**config.mk**
```make
export PLATFORM = sky130hd
export DESIGN_NAME = spu_fifo
export DESIGN_NICKNAME = d
export VERILOG_FILES = /design/src/rtl/spu_pkg.sv /design/src/rtl/spu_fifo.sv
export SDC_FILE = /design/constraint.sdc
export NUM_CORES = 1
export LEC_CHECK = 0
export BUFFER_PORTS_ARGS = -buffer_cell sky130_fd_sc_hd__buf_2
export CAP_MARGIN = 20
export CELL_PAD_IN_SITES_DETAIL_PLACEMENT = 1
export CELL_PAD_IN_SITES_GLOBAL_PLACEMENT = 2
export CORE_MARGIN = 4
export CORE_UTILIZATION = 48
export CTS_CLUSTER_DIAMETER = 30
export DETAILED_ROUTE_END_ITERATION = 8
export MAX_ROUTING_LAYER = met4
export PLACE_DENSITY_LB_ADDON = 0.15
export SYNTH_ARGS = -nofsm -noshare
export SYNTH_HDL_FRONTEND = slang
export SYNTH_SLANG_ARGS = --single-unit
export TNS_END_PERCENT = 20
```
**constraint.sdc**
```tcl
create_clock -name clk -period 7.92 [get_ports clk]
set_input_delay 0.792 -clock clk [delete_from_list [all_inputs] [get_ports clk]]
set_output_delay 0.792 -clock clk [all_outputs]
set_load 0.02 [all_outputs]
```
**src/rtl/spu_pkg.sv**
```systemverilog
`timescale 1ns / 1ps
`default_nettype none
// ----------------------------------------------------------------------------
// spu_pkg
// Types, widths and codes shared by the screen point unprojection block.
// ----------------------------------------------------------------------------
package spu_pkg;

  // NDC coordinate, Q.16, signed
  localparam int NDC_W   = 35;
  // row product sum at scale 2^(16+matrix fraction bits)
  localparam int SUM_W   = 52;
  // product of one matrix entry and one NDC coordinate
  localparam int PROD_W  = 51;
  // near point coordinate, Q.16, magnitude capped below 2^62
  localparam int PT_W    = 63;
  // shared divider in the back end
  localparam int DIV_NW  = SUM_W + 16;
  localparam int DIV_DW  = SUM_W;
  // queue between front and back
  localparam int QUEUE_DEPTH = 4;
  localparam int QPTR_W      = $clog2(QUEUE_DEPTH);

  localparam logic [1:0] ST_OK       = 2'd0;
  localparam logic [1:0] ST_NEAR_W   = 2'd1;
  localparam logic [1:0] ST_FAR_W    = 2'd2;
  localparam logic [1:0] ST_ZERO_DIR = 2'd3;

  localparam logic [2:0] REG_WIDTH  = 3'd0;
  localparam logic [2:0] REG_HEIGHT = 3'd1;
  localparam logic [2:0] REG_ROW0   = 3'd2;
  localparam logic [2:0] REG_ROW1   = 3'd3;
  localparam logic [2:0] REG_ROW2   = 3'd4;
  localparam logic [2:0] REG_ROW3   = 3'd5;

  typedef logic [3:0][63:0] mat_t;

  typedef struct packed {
    logic signed [NDC_W-1:0] xq;
    logic signed [NDC_W-1:0] yq;
  } ndc_t;

  typedef struct packed {
    logic signed [31:0] origin_x;
    logic signed [31:0] origin_y;
    logic signed [31:0] origin_z;
    logic signed [15:0] dir_x;
    logic signed [15:0] dir_y;
    logic signed [15:0] dir_z;
    logic [1:0]         ray_status;
  } result_t;

  typedef enum logic [1:0] {F_IDLE, F_DIVX, F_DIVY, F_PUSH} front_state_t;

  typedef enum logic [3:0] {
    B_IDLE, B_MUL, B_CHKN, B_DIVN, B_CHKF, B_DIVF, B_NORM, B_SQ, B_SQRT, B_DIR, B_DONE
  } back_state_t;

  function automatic logic signed [15:0] entry_of(input logic [63:0] row,
                                                  input logic [1:0] col);
    return row[{col, 4'b0000} +: 16];
  endfunction

  // entry times 2^16, at the width of a row sum
  function automatic logic signed [SUM_W-1:0] shift16(input logic signed [15:0] e);
    return {{(SUM_W-32){e[15]}}, e, 16'h0000};
  endfunction

endpackage
`default_nettype wire

```
**src/rtl/spu_fifo.sv**
```systemverilog
`timescale 1ns / 1ps
`default_nettype none
// ----------------------------------------------------------------------------
// spu_fifo
// Short queue of NDC pairs between front and back.
// ----------------------------------------------------------------------------
module spu_fifo (
  input  logic          clk,
  input  logic          rst,
  input  logic          in_valid,
  output logic          in_ready,
  input  spu_pkg::ndc_t in_data,
  output logic          out_valid,
  input  logic          out_ready,
  output spu_pkg::ndc_t out_data
);
  import spu_pkg::*;

  ndc_t              mem [QUEUE_DEPTH];
  logic [QPTR_W-1:0] wr_ptr, rd_ptr;
  logic [QPTR_W:0]   count;
  logic              push, pop;

  assign in_ready  = count != (QPTR_W+1)'(QUEUE_DEPTH);
  assign out_valid = count != '0;
  assign out_data  = mem[rd_ptr];
  assign push      = in_valid && in_ready;
  assign pop       = out_valid && out_ready;

  always_ff @(posedge clk) begin
    if (rst) begin
      wr_ptr <= '0;
      rd_ptr <= '0;
      count  <= '0;
    end else begin
      if (push) wr_ptr <= wr_ptr + 1'b1;
      if (pop)  rd_ptr <= rd_ptr + 1'b1;
      if (push && !pop) count <= count + 1'b1;
      else if (pop && !push) count <= count - 1'b1;
    end
  end

  always_ff @(posedge clk) begin
    if (push) mem[wr_ptr] <= in_data;
  end

endmodule
`default_nettype wire

```
Word-level counts from Yosys, hierarchy flattened
Memory sizes are Yosys's and may differ from the RTL's. A register that Yosys moved wholly into a read port is not among the register bits.
Index checks and enable logic that the tools add are counted.
- mux-type cells: 6
- equality and inequality tests: 1
- add/subtract/negate cells: 4
- reduce and logical (&&, ||, !) cells: 8
- operator list (operator ; count):
    3-bit two-way mux ; 2
    2-bit by 1-bit adder with 2-bit output, second input constant ; 2
    1-bit logical AND ; 4
    2-bit two-way mux ; 2
    3-bit by 1-bit adder with 3-bit output, second input constant ; 1
    3-bit != test, second input constant ; 1
    3-bit nonzero test ; 1
    3-bit by 1-bit subtractor with 3-bit output, second input constant ; 1
    1-bit logical NOT ; 2
    1-bit two-way mux ; 2
    2-bit nonzero test ; 1
- memories: 1
- memory bits (writable): 280
- word-level logic and storage cells: 23
- output and inout bits: 72
- flip-flop bits (word level): 7
- memory list (name ; depth ; width ; read ports ; clocked after memory_dff ; write ports ; RTL line ; RTL):
    mem ; 4 ; 70 ; 1 ; 1 ; 1 ; spu_fifo.sv:19 ; ndc_t mem [QUEUE_DEPTH];

Longest topological paths before layout
- depth after elaboration: 6
- depth in mapped cells: 8
- depth with buffers taken out: 8

Least setup slack after synthesis
Ideal clock, no wire load.
- kind: input-to-reg
- start point: input port in_valid
- end point: memory mem[0][0] in the netlist's numbering, enable pin
- data arrival time: 2739 ps
- path slack: 4745 ps
- buffers on the path: 0
- library setup time: 436 ps
- stages: 2
- cells stage by stage: a21boi_2 > and2_1
- word-level cells in the longest chain between the ends: 3
- RTL lines (element ; RTL line ; RTL):
    start: declaration ; spu_fifo.sv:10 ; input logic in_valid,
    1-bit logical AND ; spu_fifo.sv:27 ; assign push = in_valid && in_ready;
    1-bit two-way mux ; spu_fifo.sv:44 ; if (push) mem[wr_ptr] <= in_data;
    1-bit two-way mux (implied by the code) ; spu_fifo.sv:44 ;
    end: declaration ; spu_fifo.sv:19 ;
No other way between the ends.

==> flow_results.xml <==
<?xml version="1.0" encoding="UTF-8"?>
<metrics>
  <group name="run_status">
    <metric name="outcome" unit="">finished clean</metric>
  </group>
  <group name="logic_synthesis">
    <metric name="synthTopCellsByArea" unit="">edfxtp_1 (79%), mux4_2 (15%), dfxtp_1 (1.7%)</metric>
    <metric name="synth_largest_area_cell" unit="">edfxtp_1</metric>
    <metric name="netlist-cell-type-count" unit="">24</metric>
    <metric name="synth.cell_area" unit="mm²">0.0106</metric>
    <metric name="yosysTopAreaCellShare" unit="">0.790</metric>
    <metric name="part_of_the_yosys_area_used_for_sequential_elements" unit="">0.807</metric>
    <metric name="syn-instance-count" unit="">414</metric>
    <metric name="syn-mean-instance-area" unit="µm²">25.7</metric>
    <metric name="postSynthNetCount" unit="">494</metric>
    <metric name="ys_seq_elements" unit="">289</metric>
    <metric name="synth-warning-count" unit="">0</metric>
  </group>
  <group name="cells_and_area">
    <metric name="proportion_of_layout_cells_with_a_drive_suffix_above_1" unit="">0.485</metric>
    <metric name="post_layout_nonfiller_instances" unit="">918</metric>
    <metric name="commonest_non_fill_non_tap_cell_in_the_layout" unit="">edfxtp_1</metric>
    <metric name="final_nets" unit="">678</metric>
    <metric name="layout_common_cells" unit="">edfxtp_1 (280), buf_2 (145), mux4_2 (70), clkbuf_16 (49), bufinv_16 (11)</metric>
    <metric name="synthToLayoutAreaGrowth" unit="%">25.9</metric>
    <metric name="n_fill_cell" unit="">1837</metric>
  </group>
  <group name="setup_path">
    <metric name="timing.critical_path.slowest_cell_delay" unit="ns">0.78</metric>
    <metric name="reg2reg_from" unit="">count[0]</metric>
    <metric name="path_cells" unit="">buf_4 &gt; mux4_2 &gt; buf_2</metric>
    <metric name="path_delay_family" unit="">buffers and inverters</metric>
    <metric name="worst-path-buf-inv" unit="">2</metric>
    <metric name="timing.critical_path.fanout_max" unit="">37</metric>
    <metric name="cp-end-kind" unit="">output port</metric>
    <metric name="crit_path_start_kind" unit="">flop</metric>
    <metric name="worst-setup-path-type" unit="">reg2out</metric>
    <metric name="critPathSlowestCell" unit="">dfxtp_4</metric>
    <metric name="worst-endpoint-required" unit="ns">7.13</metric>
    <metric name="r2r_setup_slack" unit="ns">5.53</metric>
    <metric name="critical_path.reg2reg.endpoint" unit="">count[2]</metric>
    <metric name="worstRegToRegCells" unit="">8</metric>
    <metric name="arrival" unit="ns">2.93</metric>
  </group>
  <group name="cts">
    <metric name="cts_max_path_bufs" unit="">3</metric>
    <metric name="cts-hold-fix-buffers" unit="">0</metric>
    <metric name="htreeDepth" unit="">2</metric>
    <metric name="path_clk_slew" unit="ns">0.05</metric>
    <metric name="tritoncts.num_buffers" unit="">49</metric>
    <metric name="cts.root.buffer_cell" unit="">clkbuf_16</metric>
    <metric name="clkLatencyLatePin" unit="ns">0.53</metric>
    <metric name="tritoncts_clock_tree" unit="">built</metric>
    <metric name="cts_setup_buffers" unit="">0</metric>
    <metric name="post_cts_resize_count" unit="">0</metric>
    <metric name="clock-sinks" unit="">289</metric>
  </group>
  <group name="floorplan">
    <metric name="fp.dieArea" unit="mm²">0.0246</metric>
    <metric name="pin_count" unit="">146</metric>
    <metric name="die_height" unit="µm">157</metric>
    <metric name="initial_core_util" unit="">0.488</metric>
    <metric name="row_count" unit="">54</metric>
    <metric name="coreArea" unit="mm²">0.0218</metric>
    <metric name="die_x" unit="µm">157</metric>
  </group>
  <group name="global_routing">
    <metric name="grt_use_met1" unit="">0.217</metric>
    <metric name="grt_use_total" unit="">0.180</metric>
    <metric name="grt_start_max_net_pins" unit="">71</metric>
    <metric name="first_global_vias" unit="">5614</metric>
    <metric name="gr-usage-met3" unit="">0.0420</metric>
    <metric name="peak_usage_layer_in_the_global_routing_report" unit="">met2</metric>
    <metric name="wire_length_of_the_first_global_routing_pass" unit="mm">32.2</metric>
    <metric name="grt_remaining_overflow" unit="">0</metric>
    <metric name="grt_antenna_before_repair" unit="">1</metric>
    <metric name="grtUsageMet2" unit="">0.304</metric>
  </group>
  <group name="timing">
    <metric name="timing.final.max_slew_violations" unit="">0</metric>
    <metric name="tightestPinTransition" unit="ns">1.11</metric>
    <metric name="timing.max_slew.rel_slack" unit="">0.263</metric>
    <metric name="final_period_minus_worst_setup_slack" unit="ns">3.72</metric>
    <metric name="timing.clock.skew" unit="ns">0.0209</metric>
    <metric name="setup_repair_after_global_routing_missed_its_margin" unit="">no</metric>
    <metric name="portion_of_the_clock_cycle_consumed_by_the_worst_path_in_the_final_layout" unit="">0.470</metric>
    <metric name="setup_tns" unit="ns">0</metric>
    <metric name="final-setup-viol-count" unit="">0</metric>
    <metric name="finalHoldViolCount" unit="">0</metric>
    <metric name="max_freq" unit="GHz">0.269</metric>
  </group>
  <group name="placement">
    <metric name="placement.io_buffers" unit="">145</metric>
    <metric name="gp_routability_congestion" unit="">0.704</metric>
    <metric name="placed_cell_count" unit="">827</metric>
    <metric name="post-dp-hpwl" unit="mm">11.8</metric>
  </group>
  <group name="power">
    <metric name="combinationalPowerShare" unit="">0.193</metric>
    <metric name="power_density" unit="mW/mm²">386</metric>
    <metric name="net-switching-power" unit="µW">1370</metric>
    <metric name="pwr-share-clk" unit="">0.424</metric>
    <metric name="power.ir.vdd_worst" unit="mV">0.326</metric>
    <metric name="total_leakage_power" unit="µW">0.00460</metric>
    <metric name="switching_share" unit="">0.266</metric>
    <metric name="power_frac_seq" unit="">0.383</metric>
    <metric name="internal-power" unit="µW">3790</metric>
  </group>
  <group name="run">
    <metric name="max_cap_violations" unit="">0</metric>
  </group>
  <group name="min_path">
    <metric name="min_delay_worst_endpoint" unit="">mem[1][9]</metric>
    <metric name="worst_hold_path_type" unit="">in2reg</metric>
    <metric name="min-delay-start" unit="">in_data[9]</metric>
    <metric name="number_of_stages_on_the_worst_hold_path" unit="">1</metric>
  </group>
  <group name="detailed_routing">
    <metric name="detailed_route_wire_length_per_cell" unit="µm">22.7</metric>
    <metric name="drc" unit="">0</metric>
    <metric name="number_of_nets_still_failing_antenna_checks_after_routing" unit="">0</metric>
    <metric name="dr.first_iter.drc_count" unit="">349</metric>
    <metric name="via_count" unit="">4887</metric>
    <metric name="post_drt_via_cell_ratio" unit="">5.32</metric>
    <metric name="drt-total-wl" unit="mm">20.9</metric>
    <metric name="drt_pass1_iterations" unit="">4</metric>
  </group>
</metrics>
[power by group through the flow]
| stage | clock network, µW | registers (µW) | logic, µW |
|---|---|---|---|
| 6_report | 2190 | 1980 | 998 |
| 2_1_floorplan | 0 | 1930 | 815 |
| 4_1_cts | 2230 | 1990 | 1030 |
| 3_3_place_gp | 0 | 2010 | 991 |
| 3_5_place_dp | 0 | 2010 | 1020 |
| 5_1_grt | 2320 | 2000 | 1070 |
[Yosys cell counts (all sizes together)]
cell type	count
a21boi	1
a21oi	1
and2	4
buf	16
clkbuf	1
dfxtp	9
edfxtp	280
fa	1
ha	5
inv	3
mux2	1
mux2i	2
mux4	70
nand2	1
nand2b	2
nor2	8
o21ai	1
o311ai	1
o31ai	1
or3	2
xor2	4
[sequential cells by signal (all words and copies together), names as in the netlist, named ones only]
register / flops
wr_ptr: 2
rd_ptr: 2
mem: 280
count: 3
[routing by layer]
layer / vias up / wire, µm
li1: 2150 / -
met1: 2567 / 8170
met2: 135 / 11200
met3: 35 / 1150
met4: 0 / 361
met5: - / 0
[worst max-delay path by stage]
stage	cells after the start	endpoint	slack, ns	from
2_1_floorplan	2	mem[0][0]	4.74	in_valid
3_3_place_gp	3	out_data[18]	4.57	flop
3_5_place_dp	3	out_data[18]	4.62	flop
4_1_cts	3	out_data[18]	4.07	flop
5_1_grt	3	out_data[18]	3.92	flop
6_report	3	out_data[18]	4.20	flop
[through the flow]
stage	total power, µW	hold slack, ns	instance area (µm²)	util	setup WS [ns]
floorplan	2740	0.482	10600	-	4.74
global placement	3000	0.491	11500	0.529	4.57
detailed placement	3030	0.513	11700	0.534	4.62
CTS	5240	0.450	13400	0.614	4.07
global route	5390	0.457	13400	0.614	3.92
finish	5170	0.477	13400	0.614	4.20
[area by class of cell]
cell class              instances  area [µm²]  area share
inverters                       3        11.3    0.000841
clock buffers                  53        1240      0.0927
repair buffers                150         843      0.0630
clock inverters                37         490      0.0366
diodes                          1        2.50    0.000187
well taps                     280         350      0.0262
multi-input cells             105        1860       0.139
flip-flops and latches        289        8600       0.642
[cell families after synthesis]
| kind of cell | synth area share |
|---|---|
| muxes | 0.151 |
| xor gates and xnor gates | 0.00329 |
| AOI/OAI and AO/OA | 0.00353 |
| adders and majority gates | 0.00776 |
| DFF | 0.807 |
| and+or+nand+nor | 0.00788 |
| buffers and inverters | 0.0193 |
Power figures use the tool's default switching activity.
