File: src/rtl/spu_pkg.sv
`timescale 1ns / 1ps
`default_nettype none
// ----------------------------------------------------------------------------
// spu_pkg
// Types, widths and codes shared by the screen point unprojection block.
// ----------------------------------------------------------------------------
package spu_pkg;

  // NDC coordinate, Q.16, signed
  localparam int NDC_W   = 35;
  // row product sum at scale 2^(16+matrix fraction bits)
  localparam int SUM_W   = 52;
  // product of one matrix entry and one NDC coordinate
  localparam int PROD_W  = 51;
  // near point coordinate, Q.16, magnitude capped below 2^62
  localparam int PT_W    = 63;
  // shared divider in the back end
  localparam int DIV_NW  = SUM_W + 16;
  localparam int DIV_DW  = SUM_W;
  // queue between front and back
  localparam int QUEUE_DEPTH = 4;
  localparam int QPTR_W      = $clog2(QUEUE_DEPTH);

  localparam logic [1:0] ST_OK       = 2'd0;
  localparam logic [1:0] ST_NEAR_W   = 2'd1;
  localparam logic [1:0] ST_FAR_W    = 2'd2;
  localparam logic [1:0] ST_ZERO_DIR = 2'd3;

  localparam logic [2:0] REG_WIDTH  = 3'd0;
  localparam logic [2:0] REG_HEIGHT = 3'd1;
  localparam logic [2:0] REG_ROW0   = 3'd2;
  localparam logic [2:0] REG_ROW1   = 3'd3;
  localparam logic [2:0] REG_ROW2   = 3'd4;
  localparam logic [2:0] REG_ROW3   = 3'd5;

  typedef logic [3:0][63:0] mat_t;

  typedef struct packed {
    logic signed [NDC_W-1:0] xq;
    logic signed [NDC_W-1:0] yq;
  } ndc_t;

  typedef struct packed {
    logic signed [31:0] origin_x;
    logic signed [31:0] origin_y;
    logic signed [31:0] origin_z;
    logic signed [15:0] dir_x;
    logic signed [15:0] dir_y;
    logic signed [15:0] dir_z;
    logic [1:0]         ray_status;
  } result_t;

  typedef enum logic [1:0] {F_IDLE, F_DIVX, F_DIVY, F_PUSH} front_state_t;

  typedef enum logic [3:0] {
    B_IDLE, B_MUL, B_CHKN, B_DIVN, B_CHKF, B_DIVF, B_NORM, B_SQ, B_SQRT, B_DIR, B_DONE
  } back_state_t;

  function automatic logic signed [15:0] entry_of(input logic [63:0] row,
                                                  input logic [1:0] col);
    return row[{col, 4'b0000} +: 16];
  endfunction

  // entry times 2^16, at the width of a row sum
  function automatic logic signed [SUM_W-1:0] shift16(input logic signed [15:0] e);
    return {{(SUM_W-32){e[15]}}, e, 16'h0000};
  endfunction

endpackage
`default_nettype wire

File: src/rtl/spu_div.sv
`timescale 1ns / 1ps
`default_nettype none
// ----------------------------------------------------------------------------
// spu_div
// Restoring unsigned divider, one quotient bit per cycle.
// ----------------------------------------------------------------------------
module spu_div #(
  parameter int N_W = 33,
  parameter int D_W = 16
) (
  input  logic           clk,
  input  logic           rst,
  input  logic           start,
  input  logic [N_W-1:0] num,
  input  logic [D_W-1:0] den,
  output logic           done,
  output logic [N_W-1:0] quo
);
  localparam int CNT_W = $clog2(N_W + 1);

  logic [D_W:0]   rem;
  logic [D_W:0]   rem_sh;
  logic [D_W:0]   rem_sub;
  logic [N_W-1:0] qsh;
  logic [D_W-1:0] den_r;
  logic [CNT_W-1:0] cnt;
  logic           run;
  logic           ge;

  assign rem_sh  = {rem[D_W-1:0], qsh[N_W-1]};
  assign ge      = rem_sh >= {1'b0, den_r};
  assign rem_sub = rem_sh - {1'b0, den_r};
  assign quo     = qsh;

  always_ff @(posedge clk) begin
    if (rst) begin
      run  <= 1'b0;
      done <= 1'b0;
      cnt  <= '0;
    end else begin
      done <= 1'b0;
      if (start) begin
        run <= 1'b1;
        cnt <= CNT_W'(N_W);
      end else if (run) begin
        cnt <= cnt - 1'b1;
        if (cnt == CNT_W'(1)) begin
          run  <= 1'b0;
          done <= 1'b1;
        end
      end
    end
  end

  always_ff @(posedge clk) begin
    if (start) begin
      qsh   <= num;
      rem   <= '0;
      den_r <= den;
    end else if (run) begin
      rem <= ge ? rem_sub : rem_sh;
      qsh <= {qsh[N_W-2:0], ge};
    end
  end

endmodule
`default_nettype wire

File: src/rtl/spu_front.sv
`timescale 1ns / 1ps
`default_nettype none
// ----------------------------------------------------------------------------
// spu_front
// Takes pixel transactions and maps them to NDC x and y in Q.16.
// ----------------------------------------------------------------------------
module spu_front (
  input  logic          clk,
  input  logic          rst,
  input  logic          in_valid,
  output logic          in_ready,
  input  logic [15:0]   pixel_x,
  input  logic [15:0]   pixel_y,
  input  logic [15:0]   w_eff,
  input  logic [15:0]   h_eff,
  output logic          q_valid,
  input  logic          q_ready,
  output spu_pkg::ndc_t q_data
);
  import spu_pkg::*;

  front_state_t state, state_next;

  logic        hold_valid;
  logic [15:0] hold_px, hold_py;
  logic [15:0] work_px, work_py;
  logic signed [NDC_W-1:0] xq;

  logic signed [17:0] sx, sy;
  logic [16:0] mx, my;
  logic        div_start, div_done;
  logic [32:0] div_num, div_quo;
  logic [15:0] div_den;
  logic signed [17:0] sx_work;

  // 2px - w from the held pixel, h - 2py from the working pixel
  assign sx      = $signed({1'b0, hold_px, 1'b0}) - $signed({2'b00, w_eff});
  assign sy      = $signed({2'b00, h_eff}) - $signed({1'b0, work_py, 1'b0});
  assign sx_work = $signed({1'b0, work_px, 1'b0}) - $signed({2'b00, w_eff});
  assign mx      = sx[17] ? 17'(-sx) : sx[16:0];
  assign my      = sy[17] ? 17'(-sy) : sy[16:0];

  assign in_ready = !hold_valid;

  always_comb begin
    state_next = state;
    case (state)
      F_IDLE: if (hold_valid) state_next = F_DIVX;
      F_DIVX: if (div_done) state_next = F_DIVY;
      F_DIVY: if (div_done) state_next = F_PUSH;
      F_PUSH: if (q_ready) state_next = F_IDLE;
      default: state_next = F_IDLE;
    endcase
  end

  always_comb begin
    div_start = 1'b0;
    div_num   = {my, 16'h0000};
    div_den   = h_eff;
    q_valid   = 1'b0;
    case (state)
      F_IDLE: begin
        div_start = hold_valid;
        div_num   = {mx, 16'h0000};
        div_den   = w_eff;
      end
      F_DIVX: div_start = div_done;
      F_DIVY: ;
      F_PUSH: q_valid = 1'b1;
      default: ;
    endcase
  end

  always_ff @(posedge clk) begin
    if (rst) begin
      state      <= F_IDLE;
      hold_valid <= 1'b0;
    end else begin
      state <= state_next;
      if (in_valid && in_ready) begin
        hold_valid <= 1'b1;
      end else if (state == F_IDLE) begin
        hold_valid <= 1'b0;
      end
    end
  end

  always_ff @(posedge clk) begin
    if (in_valid && in_ready) begin
      hold_px <= pixel_x;
      hold_py <= pixel_y;
    end
    if (state == F_IDLE && hold_valid) begin
      work_px <= hold_px;
      work_py <= hold_py;
    end
    if (state == F_DIVX && div_done) begin
      xq <= sx_work[17] ? -$signed({2'b00, div_quo}) : $signed({2'b00, div_quo});
    end
    if (state == F_DIVY && div_done) begin
      q_data.xq <= xq;
      q_data.yq <= sy[17] ? -$signed({2'b00, div_quo}) : $signed({2'b00, div_quo});
    end
  end

  spu_div #(.N_W(33), .D_W(16)) u_div (
    .clk   (clk),
    .rst   (rst),
    .start (div_start),
    .num   (div_num),
    .den   (div_den),
    .done  (div_done),
    .quo   (div_quo)
  );

endmodule
`default_nettype wire

File: config.mk
export PLATFORM = sky130hd
export DESIGN_NAME = spu_front
export DESIGN_NICKNAME = d
export VERILOG_FILES = /design/src/rtl/spu_pkg.sv /design/src/rtl/spu_div.sv /design/src/rtl/spu_front.sv
export SDC_FILE = /design/constraint.sdc
export NUM_CORES = 1
export LEC_CHECK = 0
export ABC_CLOCK_PERIOD_IN_PS = 6000
export BUFFER_PORTS_ARGS = -buffer_cell sky130_fd_sc_hd__buf_2
export CORE_MARGIN = 4
export CORE_UTILIZATION = 60
export CTS_CLUSTER_SIZE = 16
export DETAILED_ROUTE_END_ITERATION = 16
export GPL_ROUTABILITY_DRIVEN = 0
export PLACE_DENSITY = 0.81
export SLEW_MARGIN = 10
export SYNTH_ARGS = -nofsm -noshare
export SYNTH_HDL_FRONTEND = slang
export SYNTH_SLANG_ARGS = --single-unit
File: constraint.sdc
create_clock -name clk -period 6 [get_ports clk]
set_input_delay 0.9 -clock clk [delete_from_list [all_inputs] [get_ports clk]]
set_output_delay 0.9 -clock clk [all_outputs]
set_load 0.01 [all_outputs]
# == Word level (Yosys, flattened, before mapping) ==
# Cells that the tools add are included.
# totals
reg_bits,245
out_inout_bits,72
# op_classes
add_sub_neg,8
eq_ne,8
n_lt_le_gt_ge,1
muxes,24
n_reduce_logical,11
bitwise_logic,1
# op_table
cell,n
33-bit 2-to-1 mux,5
17-bit by 16-bit subtractor with 18-bit output,2
33-bit negator with 35-bit output,1
17-bit 2-to-1 mux,2
17-bit negator,2
16-bit 2-to-1 mux,2
16-bit by 17-bit subtractor with 18-bit output,1
17-bit by 16-bit >= comparator with 1-bit output,1
16-bit subtractor,1
6-bit 2-to-1 mux,2
2-bit 2-to-1 mux,4
2-bit case mux with 4 select lines,1
1-bit 2-to-1 mux,7
"6-bit by 1-bit equality test with 1-bit output, second input constant",1
"6-bit by 1-bit subtractor with 6-bit output, second input constant",1
"2-bit equality test, second input constant",2
1-bit logical AND,4
"2-bit by 1-bit != test with 1-bit output, second input constant",2
"2-bit != test, second input constant",2
4-bit AND reduction,1
2-bit nonzero test,2
3-bit OR reduction,1
"2-bit by 1-bit equality test with 1-bit output, second input constant",1
2-bit zero test,1
4 further kinds,4

# == Depth between registers and ports, before layout ==
# Gate-level depths: netlist (run 1).
# depth
ltp_word,5
ltp_mapped,15
ltp_nobuf,13

# == Modules after synthesis ==
# Synthesis (run 1) repeated with hierarchy kept, for this count alone.
# unflattened
cells_unflattened,1172
area_unflattened_um2,13470.4
# by_module_without_submodules
mod,instances,cells_each,seq_area_each_um2,area_per_inst_um2
spu_front,1,830,5134.9,9616.7
spu_div,1,342,1951.9,3853.7

# == Worst setup path before layout (run 1) ==
# Ideal clock, no wire load.
# synth_timing
kind,input to register
from,input port w_eff[1]
to,"register u_div.qsh[28], in the netlist u_div.quo[28], data pin"
stages,11
path_buffers,0
setup_time_ns,0.265
t_arrival_ns,3.426
path_slack_ns,2.309
path_cell_list,fa_1 -> nand2b_1 -> a21o_1 -> a311oi_1 -> nand2_1 -> or4b_1 -> o41ai_1 -> xor2_1 -> nand2_1 -> o21ai_1 -> o21ai_1
# synth_via
elab_chain_len,5
# synth_lines
item,line_no,rtl
from (decl),spu_front.sv:14,"input logic [15:0] w_eff,"
17-bit by 16-bit subtractor with 18-bit output (*),spu_front.sv:37,"assign sx = $signed({1'b0, hold_px, 1'b0}) - $signed({2'b00, w_eff});"
17-bit negator,spu_front.sv:40,assign mx = sx[17] ? 17'(-sx) : sx[16:0];
17-bit 2-to-1 mux (*),spu_front.sv:40,
33-bit 2-to-1 mux (*),spu_front.sv:61,case (state)
33-bit 2-to-1 mux (*),spu_div.sv:56,if (start) begin
to (signal assigned),spu_div.sv:57,qsh <= num;
to (signal assigned),spu_div.sv:62,"qsh <= {qsh[N_W-2:0], ge};"
to (decl),spu_div.sv:24,logic [N_W-1:0] qsh;
# Every way passes the cells marked *; elsewhere a longest branch is shown, timed or not.
# A chain may end at the register's enable or synchronous reset.

# == Worst setup path in the final report (run 1) ==
# layout_timing
from,input port h_eff[1]
to,"register u_div.qsh[26], in the netlist u_div.quo[26], data pin"
# layout_via
elab_chain_len,5
# layout_lines
item,line_no,rtl
from (decl),spu_front.sv:15,"input logic [15:0] h_eff,"
16-bit by 17-bit subtractor with 18-bit output (*),spu_front.sv:38,"assign sy = $signed({2'b00, h_eff}) - $signed({1'b0, work_py, 1'b0});"
17-bit negator,spu_front.sv:41,assign my = sy[17] ? 17'(-sy) : sy[16:0];
17-bit 2-to-1 mux (*),spu_front.sv:41,
33-bit 2-to-1 mux (*),spu_front.sv:61,
33-bit 2-to-1 mux (*),spu_div.sv:56,
# Marks and branches as above.

==> impl_results.md, run 1 <==
* Required @ worst endpoint at between 6 and 7 ns
* Worst hold path type: flip-flop to flip-flop
* Global route total overflow at 0
* Post-Synthesis Cells at around 1200
* CP Buf/Inv Count at 3
* CTS buffer count at 25
* Final std cell area, no fill at 15300 sq um
* Port bufs at ~140
* VDD IR max at 0.261 mV
* Drt drc at 0
* Synth cell types at slightly below 80
* Final Skew at 0.0138 ns
* MaxCap Viol Count at 0
* Clk slew on worst S/H paths at 0.06 ns
* I/O Pins at 140
* Area after DPL at 14500 sq um
* DR iter-0 viols at approximately 800
* First-pass GRT wire length at ~48000 um
* Post-CTS Repair Setup Buffers at 0
* Synth top area share at 48.5%
* Final total power at 5.98 mW
* Peak per-stage delay on the critical path at 0.57 ns
* Hold Violations, Final at 0
* Area Overhead vs Synth at 13.5%
* DR top layer: met4
* Area contributors post-synth: edfxtp_1 49%, ha_1 6.5%, xnor2_1 5.8%
* Crit path max fanout at 19
* CP top delay family: compound AO/OA/AOI/OAI gates
* H-tree levels at 1
* Most frequent cells after synthesis: 218 x edfxtp_1, 100 x nand2_1, 90 x xnor2_1, 86 x nor2_1, 75 x inv_1
* WL met3 at approximately 1900 um
* DRT Wirelength at 29900 um
* TritonCTS clock tree: done
* Critical path's slowest cell: a21o_1
* Worst slew pin tran at around 1 ns
* Initial antenna violation count at 0
* DP Wirelength at approximately 21000 um
* Synth area leader: edfxtp_1
* FF+latch count, synth at between 200 and 250
* Count leader, synth: edfxtp_1
* Drt via density at 5.80
* DR pass1 iterations at 5
* Post-synth EDFFs at 218
* Final Cycle Share at a little under two thirds
* Cell chain of the critical path: buf_2, inv_1, ha_1, fa_1, nand2b_1, a21oi_1, o31ai_1, nand3_1, nand3_1, a21o_1, buf_4, o21ai_0, xor2_1, mux2i_1, a21oi_1
* Relative slew slack at ~34%
* Core Rows at 54
* Cts repair resizes at 0
* CTS hold repair buffers at 0
* Fillers at between 1500 and 2000
* Arr. time, crit path at roughly 4.1 ns
* Metal-1 WL at approximately 13000 um
* Crit. End Element: flip-flop
* Core area at 22000 sq um
* Sequential fraction of the synthesis area at approximately 53%
* Antenna diodes at 0
* DIE AREA at about 25000 sq um
* Clock sink count at ~250
* Crit path kind: input pin to flip-flop
* Largest net degree at the start of global routing at 71
* Setup_tns at 0 ns
* Yosys Warn Count at 0
* RSZ-0062 raised after global routing: false
* Post-route ant nets at 0
* Root Buffer: clkbuf_16
* Die W at 158 um
* Startpoint types: input pin
* Synth Cell Area at ~13000 sq um
* Setup-failing EPs final at 0
* Die H at 158 um
* Layout Nets at about 1500
* Gr usage total at approximately a quarter
* PD cells at just under 400 nW/um^2
* Clock period minus worst slack at 3.83 ns
* Vias after detailed routing at 9557
* Share of layout cells above drive strength 1 at a little under a fifth
* Syn nets at ~1400
* Clk buf depth at 3
* Leak Pwr at 6.09 nW
* Status: complete, no violations
* Met2 wire length at between 10000 and 15000 um
* Final Max Slew Viols at 0
* Post-synthesis async set-or-reset flop share at 0%
* Main flop type after synthesis: edfxtp_1
* WL/cell at around 18 um
* Highest clock rate at roughly 0.26 GHz
* Later-pin clock latency in the skew report at 0.54 ns
* Number of global-route vias before repair at 9625
* Syn avg cell area at 11.1 sq um
* Initial core utilization at 61.5%
==> worst register-to-register path, stage by stage (launching register included) <==
cell and delay, ns:
dfxtp_1 0.37, inv_1 0.10, ha_1 0.20, buf_4 0.26, inv_1 0.44, nor2_2 0.04, buf_4 0.29, nor2_2 0.17
buf_4 0.47, clkinv_1 0.45, buf_4 0.38, or3_1 0.35, o21ai_0 0.09
==> kinds of logic after synthesis <==
| logic type | share of synthesized area, % |
|---|---|
| and+or+nand+nor | 14.4 |
| AOI/OAI and AO/OA | 11.7 |
| DFF | 52.5 |
| buffers and inverters | 3.65 |
| xor gates and xnor gates | 7.79 |
| adders and majority gates | 6.94 |
| muxes | 2.97 |
==> state kept, by name, indices dropped and copies added, names as in the netlist <==
register	flops
state	2
q_data	70
u_div.rem	16
u_div.cnt	6
hold_px	16
u_div.run	1
u_div.done	1
hold_py	16
work_px	16
hold_valid	1
u_div.den_r	16
u_div.quo	33
work_py	16
xq	35
==> layer usage <==
| metal | global-route usage (%) | vias to the layer above |
|---|---|---|
| met5 | 0 | - |
| met4 | 8.49 | 0 |
| met3 | 3.44 | 56 |
| met2 | 40.4 | 332 |
| met1 | 32.2 | 4487 |
| li1 | - | 4682 |
==> layout make-up <==
type | count | area (sq um) | area share, %
Clock inverter | 16 | 206 | 1.35
Sequential cell | 245 | 7090 | 46.3
Timing Repair Buffer | 153 | 801 | 5.23
Clock buffer | 29 | 641 | 4.18
Inverter | 76 | 285 | 1.86
Multi-Input combinational cell | 849 | 5940 | 38.8
Tap cell | 280 | 350 | 2.29
==> power breakdown <==
part	internal, mW	leakage [nW]	total (mW)	switching [mW]
Clock	0.946	0.405	1.61	0.665
Combinational	0.838	3.45	1.96	1.12
Sequential	2.20	2.23	2.41	0.208
==> worst paths after layout <==
kind,from,end,slack [ns],depth (start not counted)
worst max-delay path,h_eff[1],u_div.quo[26],2.17,15
worst min-delay path,hold_py[4],work_py[4],0.42,0
worst max register to register,state[0],u_div.rem[0],2.31,12
worst min register to register,hold_py[4],work_py[4],0.42,0
==> placed cells by master (no fill, tap or decap), drive strengths merged, types with 19 or more instances in the layout <==
cell,synthesis,final
clkbuf,36,29
inv,75,78
mux2i,22,22
nor2,86,86
nand3,37,37
nor3,28,28
nand2,104,104
xor2,30,30
a21oi,48,48
o21ai,73,73
dfxtp,27,27
ha,70,70
xnor2,90,90
edfxtp,218,218
buf,15,153
nand2b,19,19
==> metrics by stage <==
stage          std cells  util (%)  setup WS (ns)  hold slack (ns)
3_5_place_dp        1603      65.9           1.54            0.405
3_3_place_gp        1603      65.9           1.62            0.401
2_1_floorplan       1221         -           2.31            0.400
6_report            1648      69.7           2.17            0.417
5_1_grt             1648      69.7           1.95            0.424
4_1_cts             1648      69.7           2.09            0.418
No activity file was read; power rests on OpenSTA's default activity.
==> inputs of run 2 (changes only) <==
--- a/config.mk
+++ b/config.mk
@@ -5,7 +5,7 @@
 export SDC_FILE = /design/constraint.sdc
 export NUM_CORES = 1
 export LEC_CHECK = 0
-export ABC_CLOCK_PERIOD_IN_PS = 6000
+export ABC_CLOCK_PERIOD_IN_PS = 4000
 export BUFFER_PORTS_ARGS = -buffer_cell sky130_fd_sc_hd__buf_2
 export CORE_MARGIN = 4
 export CORE_UTILIZATION = 60
==> constraint.sdc (replaced) <==
create_clock -name clk -period 4 [get_ports clk]
set_input_delay 0.6 -clock clk [delete_from_list [all_inputs] [get_ports clk]]
set_output_delay 0.6 -clock clk [all_outputs]
set_load 0.01 [all_outputs]
==> run 2 against run 1 <==
Cell area is 0.17% lower. Global-route usage is 1.0 points lower. Sequential share of layout area is 0.079 points higher. Critical path type is now flip-flop to flip-flop. Largest cell class unchanged. Largest power group unchanged.
==> impl_results.md, run 2 (synthesis gave the netlist of run 1 again) <==
* H-tree levels at 1 (unchanged)
* Initial antenna violation count at 0 (unchanged)
* Clk slew on worst S/H paths at 0.07 ns (was 0.06 ns)
* CTS hold repair buffers at 0 (unchanged)
* Core Rows at 54 (unchanged)
* Worst hold path type: input pin to flip-flop (was flip-flop to flip-flop)
* Final Worst Setup Slack at 0.442 ns (was 2.17 ns)
* Largest net degree at the start of global routing at 71 (unchanged)
* Hold Violations, Final at 0 (unchanged)
* Required @ worst endpoint at 4.27 ns (was 6.28 ns)
* Most frequent cells in the layout: 218 x edfxtp_1, 139 x buf_2, 100 x nand2_1, 90 x xnor2_1, 83 x nor2_1 (unchanged)
* Share of layout cells above drive strength 1 at 18.1% (about the same)
* Drt via density at 5.72 (was 5.80)
* DRT Wirelength at 28900 um (was 29900 um)
* Crit path max fanout at 4 (was 19)
* Cts repair resizes at 0 (unchanged)
* Number of global-route vias before repair at 9218 (was 9625)
* Area after DPL at 14500 sq um (about the same)
* Vias after detailed routing at 9467 (was 9557)
* DR pass1 iterations at 5 (unchanged)
* Gr usage total at 23.0% (was 24.0%)
* MaxCap Viol Count at 0 (unchanged)
* Setup_tns at 0 ns (unchanged)
* Placed Cells at 1607 (was 1603)
* Multi-input logic area at 5940 sq um (about the same)
* Post-CTS Repair Setup Buffers at 0 (unchanged)
* Fin util at 69.6% (was 69.7%)
* Final Max Slew Viols at 0 (unchanged)
* PD cells at 578 nW/um^2 (was 391 nW/um^2)
* Layout Nets at 1495 (was 1491)
* Max reg flops at 70 (unchanged)
* Highest clock rate at 0.281 GHz
* DIE AREA at 25000 sq um (unchanged)
* Final Cycle Share at about nine tenths
* Clock sink count at 245 (unchanged)
* Final Skew at 0.0143 ns (was 0.0138 ns)
* Clock period minus worst slack at roughly 3.6 ns
* Final std cell area, no fill at 15300 sq um (about the same)
* Root Buffer: clkbuf_16 (unchanged)
* Non-Filler Instances at 1654 (was 1648)
* Startpoint types: flip-flop (was input pin)
* Status: complete, no violations (unchanged)
* Register area at 7090 sq um (unchanged)
* Worst slew pin tran at 0.973 ns (was 0.985 ns)
* WL/cell at 17.5 um (was 18.1 um)
* Dpl ws at 0.215 ns (was 1.54 ns)
* Global route total overflow at 0 (unchanged)
* Area Overhead vs Synth at 13.3% (was 13.5%)
* Crit. End Element: flip-flop (unchanged)
* Fillers at 1578 (was 1554)
* TritonCTS clock tree: done (unchanged)
* GRT met3 Usage at 2.87% (was 3.44%)
* Die W at 158 um (unchanged)
* Worst hold slack at 0.229 ns (was 0.417 ns)
* Most common cell after layout, fill and taps aside: edfxtp_1 (unchanged)
* Crit path kind: flip-flop to flip-flop (was input pin to flip-flop)
* First-pass GRT wire length at 46100 um (was 48200 um)
* Leak Pwr at 6.08 nW (was 6.09 nW)
* Arr. time, crit path at 3.83 ns (was 4.11 ns)
* Grt met1 use at 31.1% (was 32.2%)
* Later-pin clock latency in the skew report at 0.54 ns (about the same)
* Busiest layer in global routing: met2 (unchanged)
* Clk buf depth at 3 (unchanged)
* Post-route ant nets at 0 (unchanged)
* Die H at 158 um (unchanged)
* Setup-failing EPs final at 0 (unchanged)
* RSZ-0062 raised after global routing: false (unchanged)
* DR iter-0 viols at 642 (was 785)
* Initial core utilization at 61.5% (unchanged)
* DP Wirelength at 21100 um (was 21400 um)
* Core area at 22000 sq um (unchanged)
* Final total power at 8.83 mW (was 5.98 mW)
* I/O Pins at 140 (unchanged)
* Relative slew slack at 35.1% (was 34.4%)
* Drt drc at 0 (unchanged)
* Port bufs at 139 (unchanged)
* Met2 track demand over resource at 39.2% (was 40.4%)
* Largest Register: q_data (unchanged)
* CTS buffer count at 25 (unchanged)
* VDD IR max at 0.438 mV (was 0.261 mV)
run 2: cell count changes in the layout (fill, tap and decap cells not counted):
cell / change
buf_4: +4
a31oi_2: -1
inv_6: -2
clkinv_4: +2
diode_2: +1
bufinv_16: -2
a31oi_1: +1
clkbuf_1: +3
clkinv_1: +1
clkinvlp_4: -1
run 2: worst max-delay path, stage by stage, from the launching register on:
cell and delay [ns]:
edfxtp_1 0.39, inv_1 0.08, fa_1 0.43, nand2b_1 0.19, a21o_1 0.19, a21boi_0 0.17
a211oi_1 0.48, or4b_1 0.48, o41ai_1 0.45, xor2_1 0.19, nand2_1 0.07, o21ai_1 0.10
o21ai_1 0.08
run 2: metal layers:
layer | vias to the layer above | routed length, um
met5 | - | 0
met4 | 0 | 897
li1 | 4686 | -
met3 | 47 | 1800
met2 | 297 | 13800
met1 | 4437 | 12300
run 2: final cells by class:
type                       instances  area share [%]
sequential                       245            46.4
timing repair buffer             157            5.43
inverter                          76            1.87
antenna                            1          0.0164
clock inverter                    14           0.933
tap                              280            2.29
clock buffer                      32            4.26
multi-input combinational        849            38.8
run 2: worst paths after layout:
path	start	end	slack [ns]	cells past startpoint
worst min-delay path	pixel_x[2]	hold_px[2]	0.23	1
worst max-delay path	hold_px[0]	u_div.quo[28]	0.44	12
worst min register to register	xq[19]	q_data[54]	0.41	0
worst max register to register	hold_px[0]	u_div.quo[28]	0.44	12
run 2: where the power goes:
part           switching (mW)  internal [mW]
combinational            1.70           1.27
sequential              0.303           3.30
clock                   0.965           1.29
total                    2.97           5.86
==> inputs of run 3 (changes only) <==
--- a/config.mk
+++ b/config.mk
@@ -5,6 +5,7 @@
 export SDC_FILE = /design/constraint.sdc
 export NUM_CORES = 1
 export LEC_CHECK = 0
+export ABC_AREA = 1
 export ABC_CLOCK_PERIOD_IN_PS = 4000
 export BUFFER_PORTS_ARGS = -buffer_cell sky130_fd_sc_hd__buf_2
 export CORE_MARGIN = 4
@@ -13,6 +14,7 @@
 export DETAILED_ROUTE_END_ITERATION = 16
 export GPL_ROUTABILITY_DRIVEN = 0
 export PLACE_DENSITY = 0.81
+export SKIP_LAST_GASP = 1
 export SLEW_MARGIN = 10
 export SYNTH_ARGS = -nofsm -noshare
 export SYNTH_HDL_FRONTEND = slang
==> run 3 against run 2 <==
Clock power is 8.8% higher. Core utilization increased by 0.35 points. Worst setup slack improved by 0.57 ns. Critical path type unchanged. Largest cell class unchanged.
==> impl_results.md, run 3 <==
* Status: complete, no violations (unchanged)
* Count leader, synth: nand2_1 (was edfxtp_1)
* Post-synth EDFFs at 218 (unchanged)
* DR iter-0 viols at 949 (was 642)
* DP Wirelength at 24500 um (was 21100 um)
* Yosys Warn Count at 0 (unchanged)
* MaxCap Viol Count at 0 (unchanged)
* RSZ-0062 raised after global routing: false (unchanged)
* Number of global-route vias before repair at 11053 (was 9218)
* Setup_tns at 0 ns (unchanged)
* Worst hold path type: input pin to flip-flop (unchanged)
* Final Max Slew Viols at 0 (unchanged)
* Drt via density at 5.41 (was 5.72)
* Global route total overflow at 0 (unchanged)
* Reg2reg setup slack at 1.01 ns (was 0.44 ns)
* Core area at 22800 sq um (was 22000 sq um)
* Cell chain of the critical path: ha_1, fa_1, inv_1, nor3_1, nand3_1, nor2_1, nand3_1, nand2_1, nand2_1, nand3_1, o21ai_1, nand2_1, o21ai_0 (was inv_1, fa_1, nand2b_1, a21o_1, a21boi_0, a211oi_1, or4b_1, o41ai_1, xor2_1, nand2_1, o21ai_1, o21ai_1)
* Final std cell area, no fill at 16000 sq um (was 15300 sq um)
* CTS buffer count at 25 (unchanged)
* Post-CTS Repair Setup Buffers at 0 (unchanged)
* Leak Pwr at 7.24 nW (was 6.08 nW)
* Final Cycle Share at 74.7% (was 88.9%)
* CP top delay family: simple AND/OR/NAND/NOR gates (was compound AO/OA/AOI/OAI gates)
* Arr. time, crit path at 3.27 ns (was 3.83 ns)
* Sequential fraction of the synthesis area at 50.4% (was 52.5%)
* First-pass GRT wire length at 53000 um (was 46100 um)
* Layout Nets at 1920 (was 1495)
* DIE AREA at 26000 sq um (was 25000 sq um)
* Crit path kind: flip-flop to flip-flop (unchanged)
* Hold Violations, Final at 0 (unchanged)
* Area after DPL at 15100 sq um (was 14500 sq um)
* Final Skew at 0.0213 ns (was 0.0143 ns)
* Share of layout cells above drive strength 1 at 13.0% (was 18.1%)
* I/O Pins at 140 (unchanged)
* FF+latch count, synth at 245 (unchanged)
* Post-synthesis async set-or-reset flop share at 0% (unchanged)
* FF-to-FF Start: work_py[0] (was hold_px[0])
* Synth top area share at 46.5% (was 48.5%)
* Worst Hold Depth at 1 (unchanged)
* Most common cell after layout, fill and taps aside: nand2_1 (was edfxtp_1)
* Post-Synthesis Cells at 1633 (was 1221)
* Clk slew on worst S/H paths at 0.06 ns (was 0.07 ns)
* Highest clock rate at 0.335 GHz (was 0.281 GHz)
* Clock sink count at 245 (unchanged)
* Die H at 161 um (was 158 um)
* Clk buf depth at 3 (unchanged)
* Drt drc at 0 (unchanged)
* CTS hold repair buffers at 0 (unchanged)
* Root Buffer: clkbuf_16 (unchanged)
* Cts repair resizes at 0 (unchanged)
* Most frequent cells after synthesis: 452 x nand2_1, 238 x inv_1, 218 x edfxtp_1, 119 x nor2_1, 119 x o21ai_0 (was 218 x edfxtp_1, 100 x nand2_1, 90 x xnor2_1, 86 x nor2_1, 75 x inv_1)
* Core Rows at 55 (was 54)
* Min-delay src: pixel_x[0] (was pixel_x[2])
* Worst slew pin tran at 1.08 ns (was 0.973 ns)
* Vias after detailed routing at 11413 (was 9467)
* CP Buf/Inv Count at 1 (unchanged)
* Clock period minus worst slack at 2.99 ns (was 3.56 ns)
* DR pass1 iterations at 6 (was 5)
* Max reg flops at 70 (unchanged)
* Relative slew slack at 27.9% (was 35.1%)
* Setup-failing EPs final at 0 (unchanged)
* Port bufs at 139 (unchanged)
* Later-pin clock latency in the skew report at 0.55 ns (was 0.54 ns)
* Synth cell types at 52 (was 78)
* Startpoint types: flip-flop (unchanged)
* Antenna diodes at 0 (was 1)
* Critical path's slowest cell: fa_1 (was a211oi_1)
* CP startpoint: work_py[0] (was hold_px[0])
* Crit. End Element: flip-flop (unchanged)
* Reg2Reg Depth at 13 (was 12)
* DRT Wirelength at 32100 um (was 28900 um)
* Crit path max fanout at 4 (unchanged)
* Main flop type after synthesis: edfxtp_1 (unchanged)
* Most frequent cells in the layout: 451 x nand2_1, 237 x inv_1, 218 x edfxtp_1, 139 x buf_2, 119 x o21ai_0 (was 218 x edfxtp_1, 139 x buf_2, 100 x nand2_1, 90 x xnor2_1, 83 x nor2_1)
* H-tree levels at 1 (unchanged)
* Post-route ant nets at 0 (unchanged)
* Synth area leader: edfxtp_1 (unchanged)
* Required @ worst endpoint at 4.28 ns (was 4.27 ns)
* Syn avg cell area at 8.62 sq um (was 11.1 sq um)
* Synth Cell Area at 14100 sq um (was 13500 sq um)
* Largest Register: q_data (unchanged)
* Initial core utilization at 61.6% (was 61.5%)
* WL/cell at 15.2 um (was 17.5 um)
* Area Overhead vs Synth at 13.6% (was 13.3%)
* TritonCTS clock tree: done (unchanged)
* Gr usage total at 24.8% (was 23.0%)
* Final total power at 9.60 mW (was 8.83 mW)
* Hold path endpoint: hold_px[0] (was hold_px[2])
* Initial antenna violation count at 0 (unchanged)
* Die W at 161 um (was 158 um)
* Peak per-stage delay on the critical path at 0.60 ns (was 0.48 ns)
* VDD IR max at 0.399 mV (was 0.438 mV)
* Reg2reg end: u_div.quo[28] (unchanged)
* Syn nets at 1774 (was 1362)
* Area contributors post-synth: edfxtp_1 47%, nand2_1 12%, inv_1 6.3% (was edfxtp_1 49%, ha_1 6.5%, xnor2_1 5.8%)
* Largest net degree at the start of global routing at 49 (was 71)
* PD cells at 600 nW/um^2 (was 578 nW/um^2)
## run 3: cell types whose count changed after synthesis, moves of 22 or more
cell     delta
inv_1     +163
mux2i_1    -22
nand2_1   +352
nand3_1    +66
nor2_1     +33
o21ai_0    +56
xnor2_1    -75
## run 3: power by group
group,switching [mW],internal [mW]
clock,0.981,1.48
sequential,0.272,3.38
combinational,2.36,1.12
total,3.62,5.98
## run 3: through the flow
stage          std cells  hold slack [ns]  util [%]  worst slack, ns
6_report            2111            0.224      70.0             1.01
5_1_grt             2111            0.226      70.0            0.778
4_1_cts             2111            0.211      70.0             1.07
3_5_place_dp        2065            0.405      66.1            0.738
3_3_place_gp        2065            0.401      66.1            0.721
2_1_floorplan       1633            0.400         -             1.34
## run 3: cells by family (layout without fill, tap and decap cells)
kind of cell               count (synthesis)  after routing  share of synthesized area, %
buffers and inverters                    278            443                          7.68
DFF                                      245            245                          50.4
AOI/OAI and AO/OA                        228            228                          8.77
adders and majority gates                 73             73                          6.65
xor gates and xnor gates                  51             51                          3.23
and+or+nand+nor                          758            758                          23.3
## run 3: routing by layer
metal / track usage (%) / wire (um)
met5: 0 / 0
met4: 10.9 / 1520
met3: 3.78 / 2220
met2: 42.8 / 15300
met1: 31.1 / 13100
## run 3: worst max path at each step
stage	slack (ns)	cells after the start	end
after global placement	0.72	15	u_div.quo[28]
final	1.01	13	u_div.quo[28]
after global routing	0.78	14	u_div.rem[13]
after floorplan	1.34	16	u_div.quo[32]
after detailed placement	0.74	11	xq[5]
after CTS	1.07	13	u_div.quo[28]
## run 3: final cells by class
cell class / count / area (sq um)
repair buffers: 154 / 808
multi-input cells: 1110 / 5910
clock buffers: 28 / 637
well taps: 313 / 392
clock inverters: 18 / 239
inverters: 243 / 912
fillers: 1760 / 6860
flip-flops and latches: 245 / 7090
